--- src/rtl/crc16fd_pkg.sv ---
package crc16fd_pkg;

    localparam int DEFAULT_MAX_PAYLOAD = 1024;

    localparam int POS_W = 11;
    localparam logic [POS_W-1:0] POS_MAX = '1;
    localparam logic [16:0] MIN_FRAME = 17'd11;
    localparam logic [15:0] CRC_INIT = 16'hFFFF;
    localparam logic [15:0] CRC_POLY = 16'h1021;
    localparam logic [15:0] CRC_TOP = 16'h8000;

    localparam int TDATA_W = 88;

    typedef enum logic [1:0] {
        STATUS_OK     = 2'd0,
        STATUS_FORMAT = 2'd1,
        STATUS_CRC    = 2'd2
    } status_t;

    typedef enum logic {
        KIND_PAYLOAD = 1'b0,
        KIND_STATUS  = 1'b1
    } kind_t;

    typedef enum logic {
        CFG_START_BYTE = 1'b0,
        CFG_END_BYTE   = 1'b1
    } cfg_index_t;

    typedef struct packed {
        logic       wr_en;
        cfg_index_t index;
        logic [7:0] data;
    } cfg_write_t;

    typedef struct packed {
        kind_t       kind;
        logic [7:0]  payload;
        status_t     status;
        logic [7:0]  command;
        logic [15:0] length;
        logic [31:0] seq_num;
        logic [15:0] rx_crc;
    } result_t;

    // CCITT byte update, MSB first, no reflection
    function automatic logic [15:0] crc_feed(input logic [15:0] crc_in, input logic [7:0] b);
        logic [15:0] c;
        c = crc_in ^ {b, 8'h00};
        for (int k = 0; k < 8; k++) begin
            if ((c & CRC_TOP) != 16'h0000) begin
                c = {c[14:0], 1'b0} ^ CRC_POLY;
            end else begin
                c = {c[14:0], 1'b0};
            end
        end
        return c;
    endfunction

endpackage

--- src/rtl/crc16fd_in_reg.sv ---
module crc16fd_in_reg (
    input  logic       aclk,
    input  logic       aresetn,
    input  logic       s_tvalid,
    output logic       s_tready,
    input  logic [7:0] s_tdata,
    input  logic       s_tlast,
    input  logic       advance,
    output logic       valid,
    output logic [7:0] data_byte,
    output logic       last_byte
);

    logic       valid_reg;
    logic [7:0] data_reg;
    logic       last_reg;

    assign s_tready  = !valid_reg || advance;
    assign valid     = valid_reg;
    assign data_byte = data_reg;
    assign last_byte = last_reg;

    always_ff @(posedge aclk) begin
        if (!aresetn) begin
            valid_reg <= 1'b0;
        end else if (s_tvalid && s_tready) begin
            valid_reg <= 1'b1;
        end else if (advance) begin
            valid_reg <= 1'b0;
        end
    end

    always_ff @(posedge aclk) begin
        if (s_tvalid && s_tready) begin
            data_reg <= s_tdata;
            last_reg <= s_tlast;
        end
    end

endmodule

--- src/rtl/crc16fd_parser.sv ---
module crc16fd_parser #(
    parameter int MAX_PAYLOAD = crc16fd_pkg::DEFAULT_MAX_PAYLOAD
) (
    input  logic                 aclk,
    input  logic                 aresetn,
    input  crc16fd_pkg::cfg_write_t cfg,
    input  logic                 advance,
    input  logic [7:0]           data_byte,
    input  logic                 last_byte,
    output logic                 res_valid,
    output crc16fd_pkg::result_t res
);
    import crc16fd_pkg::*;

    localparam logic [16:0] MaxLen = 17'(MAX_PAYLOAD);

    logic [7:0]       start_byte_reg;
    logic [7:0]       end_byte_reg;

    logic [POS_W-1:0] pos_reg, pos_next;
    logic [15:0]      crc_reg, crc_next;
    logic [7:0]       cmd_reg, cmd_next;
    logic [15:0]      len_reg, len_next;
    logic [31:0]      seq_reg, seq_next;
    logic [15:0]      rxcrc_reg, rxcrc_next;
    logic             fbad_reg, fbad_next;

    logic [16:0] pos17;
    logic [16:0] len17;
    logic [16:0] count;
    logic        emit;
    logic        bad;

    always_comb begin
        pos_next   = pos_reg;
        crc_next   = crc_reg;
        cmd_next   = cmd_reg;
        len_next   = len_reg;
        seq_next   = seq_reg;
        rxcrc_next = rxcrc_reg;
        fbad_next  = fbad_reg;
        emit       = 1'b0;
        bad        = 1'b0;
        pos17      = {6'b0, pos_reg};
        len17      = {1'b0, len_reg};
        count      = pos17 + 17'd1;

        if (pos_reg == POS_MAX) begin
            fbad_next = 1'b1;
        end

        if (pos_reg == '0) begin
            if (data_byte != start_byte_reg) begin
                fbad_next = 1'b1;
            end
        end else if (pos17 < 17'd8) begin
            crc_next = crc_feed(crc_reg, data_byte);
            case (pos_reg[2:0])
                3'd1: cmd_next = data_byte;
                3'd2: len_next[7:0] = data_byte;
                3'd3: len_next[15:8] = data_byte;
                3'd4, 3'd5, 3'd6, 3'd7: seq_next[{pos_reg[1:0], 3'b000} +: 8] = data_byte;
                default: ;
            endcase
        end else if (pos17 < len17 + 17'd8) begin
            crc_next = crc_feed(crc_reg, data_byte);
            emit     = (len17 <= MaxLen);
        end else if (pos17 == len17 + 17'd8) begin
            rxcrc_next[7:0] = data_byte;
        end else if (pos17 == len17 + 17'd9) begin
            rxcrc_next[15:8] = data_byte;
        end

        if (pos_reg != POS_MAX) begin
            pos_next = pos_reg + 1'b1;
        end

        res.kind     = KIND_PAYLOAD;
        res.payload  = data_byte;
        res.status   = STATUS_OK;
        res.command  = '0;
        res.length   = '0;
        res.seq_num  = '0;
        res.rx_crc   = '0;
        res_valid    = emit;

        if (last_byte) begin
            // status reflects the closing byte's placement
            bad = fbad_next
                || (count < MIN_FRAME)
                || (data_byte != end_byte_reg)
                || ({1'b0, len_next} > MaxLen)
                || (count != {1'b0, len_next} + MIN_FRAME);
            res_valid    = 1'b1;
            res.kind     = KIND_STATUS;
            res.payload  = '0;
            res.command  = cmd_next;
            res.length   = len_next;
            res.seq_num  = seq_next;
            res.rx_crc   = rxcrc_next;
            if (bad) begin
                res.status = STATUS_FORMAT;
            end else if (rxcrc_next != crc_next) begin
                res.status = STATUS_CRC;
            end else begin
                res.status = STATUS_OK;
            end

            pos_next   = '0;
            crc_next   = CRC_INIT;
            cmd_next   = '0;
            len_next   = '0;
            seq_next   = '0;
            rxcrc_next = '0;
            fbad_next  = 1'b0;
        end
    end

    always_ff @(posedge aclk) begin
        if (!aresetn) begin
            start_byte_reg <= '0;
            end_byte_reg   <= '0;
        end else if (cfg.wr_en) begin
            case (cfg.index)
                CFG_START_BYTE: start_byte_reg <= cfg.data;
                CFG_END_BYTE:   end_byte_reg   <= cfg.data;
                default: ;
            endcase
        end
    end

    always_ff @(posedge aclk) begin
        if (!aresetn) begin
            pos_reg   <= '0;
            crc_reg   <= CRC_INIT;
            cmd_reg   <= '0;
            len_reg   <= '0;
            seq_reg   <= '0;
            rxcrc_reg <= '0;
            fbad_reg  <= 1'b0;
        end else if (advance) begin
            pos_reg   <= pos_next;
            crc_reg   <= crc_next;
            cmd_reg   <= cmd_next;
            len_reg   <= len_next;
            seq_reg   <= seq_next;
            rxcrc_reg <= rxcrc_next;
            fbad_reg  <= fbad_next;
        end
    end

endmodule

--- src/rtl/crc16fd_out_reg.sv ---
module crc16fd_out_reg (
    input  logic                 aclk,
    input  logic                 aresetn,
    input  logic                 in_valid,
    input  logic                 res_valid,
    input  crc16fd_pkg::result_t res,
    output logic                 advance,
    output logic                 m_tvalid,
    input  logic                 m_tready,
    output crc16fd_pkg::result_t m_res
);
    import crc16fd_pkg::*;

    logic    valid_reg;
    result_t res_reg;

    // stage moves when an input byte is held and the result slot is free or being emptied this cycle
    assign advance  = in_valid && (!valid_reg || m_tready);
    assign m_tvalid = valid_reg;
    assign m_res    = res_reg;

    always_ff @(posedge aclk) begin
        if (!aresetn) begin
            valid_reg <= 1'b0;
        end else if (advance) begin
            valid_reg <= res_valid;
        end else if (m_tready) begin
            valid_reg <= 1'b0;
        end
    end

    always_ff @(posedge aclk) begin
        if (advance && res_valid) begin
            res_reg <= res;
        end
    end

endmodule

--- src/rtl/crc16_frame_deframer_unit.sv ---
// A result is registered after its byte has passed the input register; one byte
// per cycle unless m_tready stalls the result register. The CRC byte update is
// combinational XOR logic between the input register and the result register.
// Payload bytes give one result when length <= MAX_PAYLOAD, the last byte one
// status result, others none. Reset (aresetn low, synchronous) empties both
// registers, zeroes the delimiter registers, returns frame state to its start.
module crc16_frame_deframer_unit #(
    parameter int MAX_PAYLOAD = crc16fd_pkg::DEFAULT_MAX_PAYLOAD
) (
    input  logic                             aclk,
    input  logic                             aresetn,
    input  logic                             cfg_wr_en,
    input  logic                             cfg_index,
    input  logic [7:0]                       cfg_data,
    input  logic                             s_tvalid,
    output logic                             s_tready,
    input  logic [7:0]                       s_tdata,   // data_byte
    input  logic                             s_tlast,
    output logic                             m_tvalid,
    input  logic                             m_tready,
    // payload_byte, status_code, command_code, length_field, sequence_number,
    // received_crc, zero pad
    output logic [crc16fd_pkg::TDATA_W-1:0] m_tdata,
    output logic                             m_tuser    // item_kind
);
    import crc16fd_pkg::*;

    cfg_write_t cfg;
    logic       advance;
    logic       in_valid;
    logic [7:0] in_byte;
    logic       in_last;
    logic       res_valid;
    result_t    res;
    result_t    m_res;

    assign cfg.wr_en = cfg_wr_en;
    assign cfg.index = cfg_index_t'(cfg_index);
    assign cfg.data  = cfg_data;

    crc16fd_in_reg u_in_reg (
        .aclk      (aclk),
        .aresetn   (aresetn),
        .s_tvalid  (s_tvalid),
        .s_tready  (s_tready),
        .s_tdata   (s_tdata),
        .s_tlast   (s_tlast),
        .advance   (advance),
        .valid     (in_valid),
        .data_byte (in_byte),
        .last_byte (in_last)
    );

    crc16fd_parser #(
        .MAX_PAYLOAD (MAX_PAYLOAD)
    ) u_parser (
        .aclk      (aclk),
        .aresetn   (aresetn),
        .cfg       (cfg),
        .advance   (advance),
        .data_byte (in_byte),
        .last_byte (in_last),
        .res_valid (res_valid),
        .res       (res)
    );

    crc16fd_out_reg u_out_reg (
        .aclk      (aclk),
        .aresetn   (aresetn),
        .in_valid  (in_valid),
        .res_valid (res_valid),
        .res       (res),
        .advance   (advance),
        .m_tvalid  (m_tvalid),
        .m_tready  (m_tready),
        .m_res     (m_res)
    );

    assign m_tuser = m_res.kind;
    assign m_tdata = {6'b0, m_res.rx_crc, m_res.seq_num, m_res.length,
                      m_res.command, m_res.status, m_res.payload};

endmodule
--- config.mk ---
export PLATFORM = sky130hd
export DESIGN_NAME = crc16_frame_deframer_unit
export DESIGN_NICKNAME = d
export VERILOG_FILES = /design/src/rtl/crc16fd_pkg.sv /design/src/rtl/crc16fd_in_reg.sv /design/src/rtl/crc16fd_parser.sv /design/src/rtl/crc16fd_out_reg.sv /design/src/rtl/crc16_frame_deframer_unit.sv
export SDC_FILE = /design/constraint.sdc
export NUM_CORES = 1
export LEC_CHECK = 0
export BUFFER_PORTS_ARGS = -buffer_cell sky130_fd_sc_hd__buf_2
export CORE_ASPECT_RATIO = 1.4
export CORE_MARGIN = 3
export CORE_UTILIZATION = 45
export CTS_BUF_LIST = sky130_fd_sc_hd__clkbuf_16
export DETAILED_ROUTE_END_ITERATION = 10
export PLACE_DENSITY_LB_ADDON = 0.08
export SYNTH_ARGS = -nofsm -noshare
export SYNTH_HDL_FRONTEND = slang
export SYNTH_HIERARCHICAL = 1
export SYNTH_SLANG_ARGS = --single-unit
--- constraint.sdc ---
create_clock -name aclk -period 4.2 [get_ports aclk]
set_input_delay 0.84 -clock aclk [delete_from_list [all_inputs] [get_ports aclk]]
set_output_delay 0.84 -clock aclk [all_outputs]
set_load 0.005 [all_outputs]
# Word-level counts from Yosys, hierarchy flattened

Index checks and enable logic that the tools add are counted.
W data, S select, Z words.

Register bits after elaboration: 210
Bits of input ports: 23
Output and inout port bits: 91
Logic and storage cells: 179

Add/sub/neg operators: 6
Order comparisons: 5
Equal/unequal tests: 15
Shift operators: 2
Multiplexer cells: 92
Bitwise operators: 18
Reductions and logical operators: 20

Operators with widths:

| cell                     | count |
|---|---|
| $mux W16                 | 46 |
| $mux W13                 | 15 |
| $mux W32                 | 4 |
| $mux W83                 | 1 |
| $mux W8                  | 9 |
| $add A16 B4 Y17 const B  | 3 |
| $not A3 Y3               | 15 |
| $eq A11 B17 Y1           | 2 |
| $bwmux W32               | 1 |
| $shift A8 B7 Y32 const A | 1 |
| $shiftx A8 B7 Y32        | 1 |
| $mux W11                 | 2 |
| $lt A11 B17 Y1           | 1 |
| $lt A17 B4 Y1 const B    | 1 |
| $ne A17 B17 Y1           | 1 |
| $gt A16 B11 Y1 const B   | 1 |
| $le A16 B11 Y1 const B   | 1 |
| $ne A16 B16 Y1           | 1 |
| $ne A8 B8 Y1             | 2 |
| $xor A16 B16 Y16         | 1 |
| $add A11 B1 Y12 const B  | 1 |
| $eq A3 B3 Y1 const B     | 4 |
| $mux W1                  | 12 |
| $add A11 B1 Y11 const B  | 1 |
| 16 further kinds         | 31 |

# Longest topological paths before layout

Depth in word-level cells: 45
Gate-level depth with buffers: 17
Mapped depth without buffers: 15

# Modules after synthesis

The synthesis kept the hierarchy.

Modules (own cells, without submodules):

| module                    | times used | cells an instance | area each (sq um) | sequential area each (sq um) |
|---|---|---|---|---|
| crc16fd_parser            | 1          | 1053              | 8149.1            | 2322.2 |
| crc16fd_out_reg           | 1          | 89                | 2566.2            | 2512.4 |
| crc16fd_in_reg            | 1          | 14                | 327.8             | 290.3 |
| crc16_frame_deframer_unit | 1          | 7                 | 48.8              | 0.0 |

# Least setup slack after synthesis

Ideal clock, no wire load.

Kind: reg2reg
From: register u_parser.len_reg[3]
To: register u_out_reg.res_reg, in the netlist u_out_reg/m_res[0] (enable)
Library setup time: 0.414 ns
Arrival time: 3.564 ns
Data required time: 3.786 ns
Path slack: 0.223 ns
Stages on the path, launching flop included: 13
Buffers on the path: 1
Clock period less this slack: 3.977 ns
Cells stage by stage: dfxtp_1 -> buf_2 -> clkinv_1 -> ha_1 -> ha_1 -> and4_1 -> nor2b_1 -> o31ai_1 -> a211oi_2 -> nor2b_1 -> o21ai_0 -> nand2_2 -> nor2b_4

Longest elaborated chain between the ends: 7
Elaborated cells between the ends (all ways): 8
Classes of those cells: add/sub: 1; order compare: 2; mux: 4; reduce/logical: 1

RTL lines:

| element                | RTL line                        | RTL |
|---|---|---|
| from (decl)            | crc16fd_parser.sv:23            | `logic [15:0] len_reg, len_next;` |
| from (signal assigned) | crc16fd_parser.sv:145           | `len_reg <= len_next;` |
| $add A16 B4 Y17        | crc16fd_parser.sv:65            | `end else if (pos17 < len17 + 17'd8) begin` |
| $lt A11 B17 Y1         | crc16fd_parser.sv:65            |  |
| $mux W1 *              | crc16fd_parser.sv:65            |  |
| $mux W1 *              | crc16fd_parser.sv:56            | `end else if (pos17 < 17'd8) begin` |
| $mux W1 *              | crc16fd_parser.sv:52            | `if (pos_reg == '0) begin` |
| $mux W1 *              | crc16fd_parser.sv:87            | `if (last_byte) begin` |
| named net res_valid    | crc16_frame_deframer_unit.sv:33 | `logic res_valid;` |
| $logic_and A1 B1 Y1 *  | crc16fd_out_reg.sv:33           | `if (advance && res_valid) begin` |
| to (signal assigned)   | crc16fd_out_reg.sv:34           | `res_reg <= res;` |
| to (decl)              | crc16fd_out_reg.sv:15           | `result_t res_reg;` |

The timed path passes the listed nets; every way through them passes the cells marked *.
A chain may end at the register's enable or synchronous reset.

# Worst setup path after layout

From: register u_parser.pos_reg[1]
To: register u_out_reg.res_reg, in the netlist u_out_reg/m_res[72], data pin

Longest elaborated chain between the ends: 9
Elaborated cells between the ends (all ways): 22
Classes of those cells: add/sub: 2; order compare: 3; eq/ne: 4; mux: 8; reduce/logical: 5

RTL lines:

| element                                                                 | RTL line              | RTL |
|---|---|---|
| from (decl)                                                             | crc16fd_parser.sv:20  | `logic [POS_W-1:0] pos_reg, pos_next;` |
| from (signal assigned)                                                  | crc16fd_parser.sv:142 | `pos_reg <= pos_next;` |
| parallel branches: the longest is 7 deep, another holds $add A16 B4 Y17 | n/a                   |  |
| $logic_or A1 B1 Y1 *                                                    | crc16fd_parser.sv:93  | `\|\| (count != {1'b0, len_next} + MIN_FRAME);` |
| $mux W2 *                                                               | crc16fd_parser.sv:101 | `if (bad) begin` |

Every way passes the cells marked *.

==> impl_metrics.json <==
{
  "outcome": "finished, final reports clean",
  "power-per-cell-area_mw_per_mm2": 357,
  "final_area_mm2": 0.0128,
  "cap_violations": 0,
  "min_path_type": "reg -> reg",
  "clock_path_buffers": 3,
  "power_mw": 4.58,
  "area_growth_pct": 15.8,
  "ys.flop_type": "dfxtp_1",
  "htreeDepth": 1,
  "finalHoldViolCount": 0,
  "ys_async_sr_fraction": 0,
  "drc_errors": 0,
  "clkTransAtPathRegs_ns": 0.07,
  "rows": 67,
  "grt_pass1_wl_um": 50100,
  "placedCellCount": 1543,
  "grt_start_max_net_pins": 78,
  "report.final.slew_viol_count": 0,
  "synth_warnings": 6,
  "cp.arrival_ns": 4.27,
  "drtAntennaViolNets": 0,
  "via_per_inst": 5.66,
  "synthTopCellsByArea": "edfxtp_1 (25%), dfxtp_1 (21%), nor2_1 (5.8%)",
  "ff_latch_area_mm2": 0.00513,
  "clock_skew_ns": 0.0209,
  "yosysUniqueCellTypes": 78,
  "ff2ff_setup_slack_ns": 0.22,
  "synthMostInstantiatedCell": "nor2_1",
  "start_util": 0.461,
  "largest_register_ff_count": 83,
  "finalWirelength_um": 32500,
  "rsz0062_at_grt": "no",
  "seq_area_frac_synth": 0.462,
  "drive_above_1_share": 0.185,
  "die_w_um": 139,
  "multi_input_area_mm2": 0.00546,
  "syn_area_mm2": 0.0111,
  "synthTopCellsByCount": "nor2_1 (172), dfxtp_1 (118), edfxtp_1 (92), nand2_1 (84), a22oi_1 (76)",
  "period_needed_ns": 3.98,
  "fillerInstances": 2202,
  "crit_path_end_kind": "flop",
  "whs_endpoint": "u_out_reg/m_res[82]",
  "grt_usage": 0.238,
  "timing.final.crit_share": 0.949,
  "place_hpwl_um": 22900,
  "fp.dieH_um": 192,
  "nets": 1305,
  "vias": 8984,
  "r2r_end": "u_out_reg/m_res[72]",
  "slew_headroom": 0.429,
  "gp_congestion": 0.929,
  "io_pins": 114,
  "ir_worst_vdd_uv": 392,
  "first_global_vias": 8649,
  "clock.fmax_ghz": 0.251,
  "p_leak_nw": 4.85,
  "drtPass1Iterations": 5,
  "drtIter0Drc": 627,
  "setup.worst_path.class": "reg -> reg",
  "post-route-worst-setup-slack_ns": 0.216,
  "start_kind": "flop",
  "antenna_found_initial": 0,
  "grt_overflow": 0,
  "place_ws_ns": 0.206,
  "reg2reg_from": "u_parser/pos_reg[1]",
  "worstPathMaxFanout": 16,
  "hold_start": "u_in_reg/last_byte",
  "syn_area_per_cell_um2": 9.54,
  "port_buffers": 107,
  "yosys.area.top_type": "edfxtp_1",
  "synth_seq_cells": 210,
  "cts-root-buf": "clkbuf_16",
  "instances_no_fill": 1586,
  "cts.sinks": 210,
  "critPathRequiredTime_ns": 4.49,
  "finalSetupTns_ns": 0,
  "setup_viol": 0,
  "wl_per_cell_um": 20.5,
  "synth-edff-count": 92,
  "dieArea_mm2": 0.0266,
  "clk_latency_ns": 0.53,
  "synth.top_cell.area_share": 0.249,
  "cts_tree": "done",
  "numCtsBuffers": 23,
  "worst_pin_slew_ns": 0.857,
  "hold_depth": 0,
  "worstRegToRegCells": 12,
  "core-area_mm2": 0.0241,
  "synthCells": 1163,
  "placed_cell_area_mm2": 0.0121
}
cell usage in the layout (no fill, tap or decap), types with 55 or more instances in the layout:
master / n
nor2_1: 171
dfxtp_1: 117
buf_2: 107
edfxtp_1: 92
nand2_1: 84
a22oi_1: 75
xnor2_1: 63
mux2i_1: 58
buf_4: 56
a21oi_1: 55
repair_timing:
item	4_1_cts	5_1_grt
buffers inserted	0	0
endpoints found under the setup margin	0	1
hold buffers	0	0
resized for setup	0	4
stage by stage:
stage	hold slack, ns	utilization
global route	0.471	0.534
detailed placement	0.443	0.501
CTS	0.457	0.533
floorplan	0.430	-
finish	0.451	0.534
global placement	0.435	0.501
worst max path at each step:
stage | start | endpoint | slack (ns) | cells after the start
global placement | u_parser/pos_reg[1] | u_out_reg/m_res[72] | 0.21 | 11
detailed placement | u_parser/len_reg[3] | u_out_reg/m_res[73] | 0.21 | 16
CTS | u_parser/len_reg[3] | u_out_reg/m_res[73] | 0.20 | 16
global route | u_parser/len_reg[3] | u_out_reg/m_res[73] | 0.00006 | 16
floorplan | u_parser/len_reg[3] | u_out_reg/m_res[0] | 0.22 | 12
finish | u_parser/pos_reg[1] | u_out_reg/m_res[72] | 0.22 | 12
power breakdown:
group	internal (mW)	total [mW]	switching [mW]	leakage, nW
sequential	2.17	2.20	0.0317	1.83
clock	1.17	2.02	0.846	0.384
combinational	0.122	0.357	0.235	2.64
routing by layer:
metal	part of all wire	global-route usage	up-vias
li1	-	-	4304
met1	0.42	0.307	4265
met2	0.48	0.402	335
met3	0.055	0.0284	80
met4	0.049	0.110	0
met5	0	0	-
final cells by class:
cell class	instances	area share
diodes	1	0.000195
flip-flops and latches	210	0.399
clock inverters	18	0.0125
inverters	17	0.00507
repair buffers	167	0.0807
multi-input cells	839	0.425
clock buffers	24	0.0468
well taps	310	0.0302
kinds of logic after synthesis:
| family | share of synthesized area |
|---|---|
| buffers and inverters | 0.0483 |
| other | 0.000338 |
| xor gates and xnor gates | 0.0796 |
| AOI/OAI and AO/OA | 0.137 |
| and+or+nand+nor | 0.181 |
| muxes | 0.0645 |
| adders and majority gates | 0.0271 |
| DFF | 0.462 |
worst max-delay path, stage by stage (launching register included):
cell	delay (ns)
dfxtp_1	0.47
inv_1	0.15
ha_1	0.32
nor3b_1	0.28
and3_1	0.28
buf_4	0.28
mux2i_1	0.57
nand4_1	0.19
nor4_1	0.22
o32ai_1	0.14
a221oi_1	0.23
nand4_1	0.33
and2_1	0.28
(Power assumes the default switching activity.)
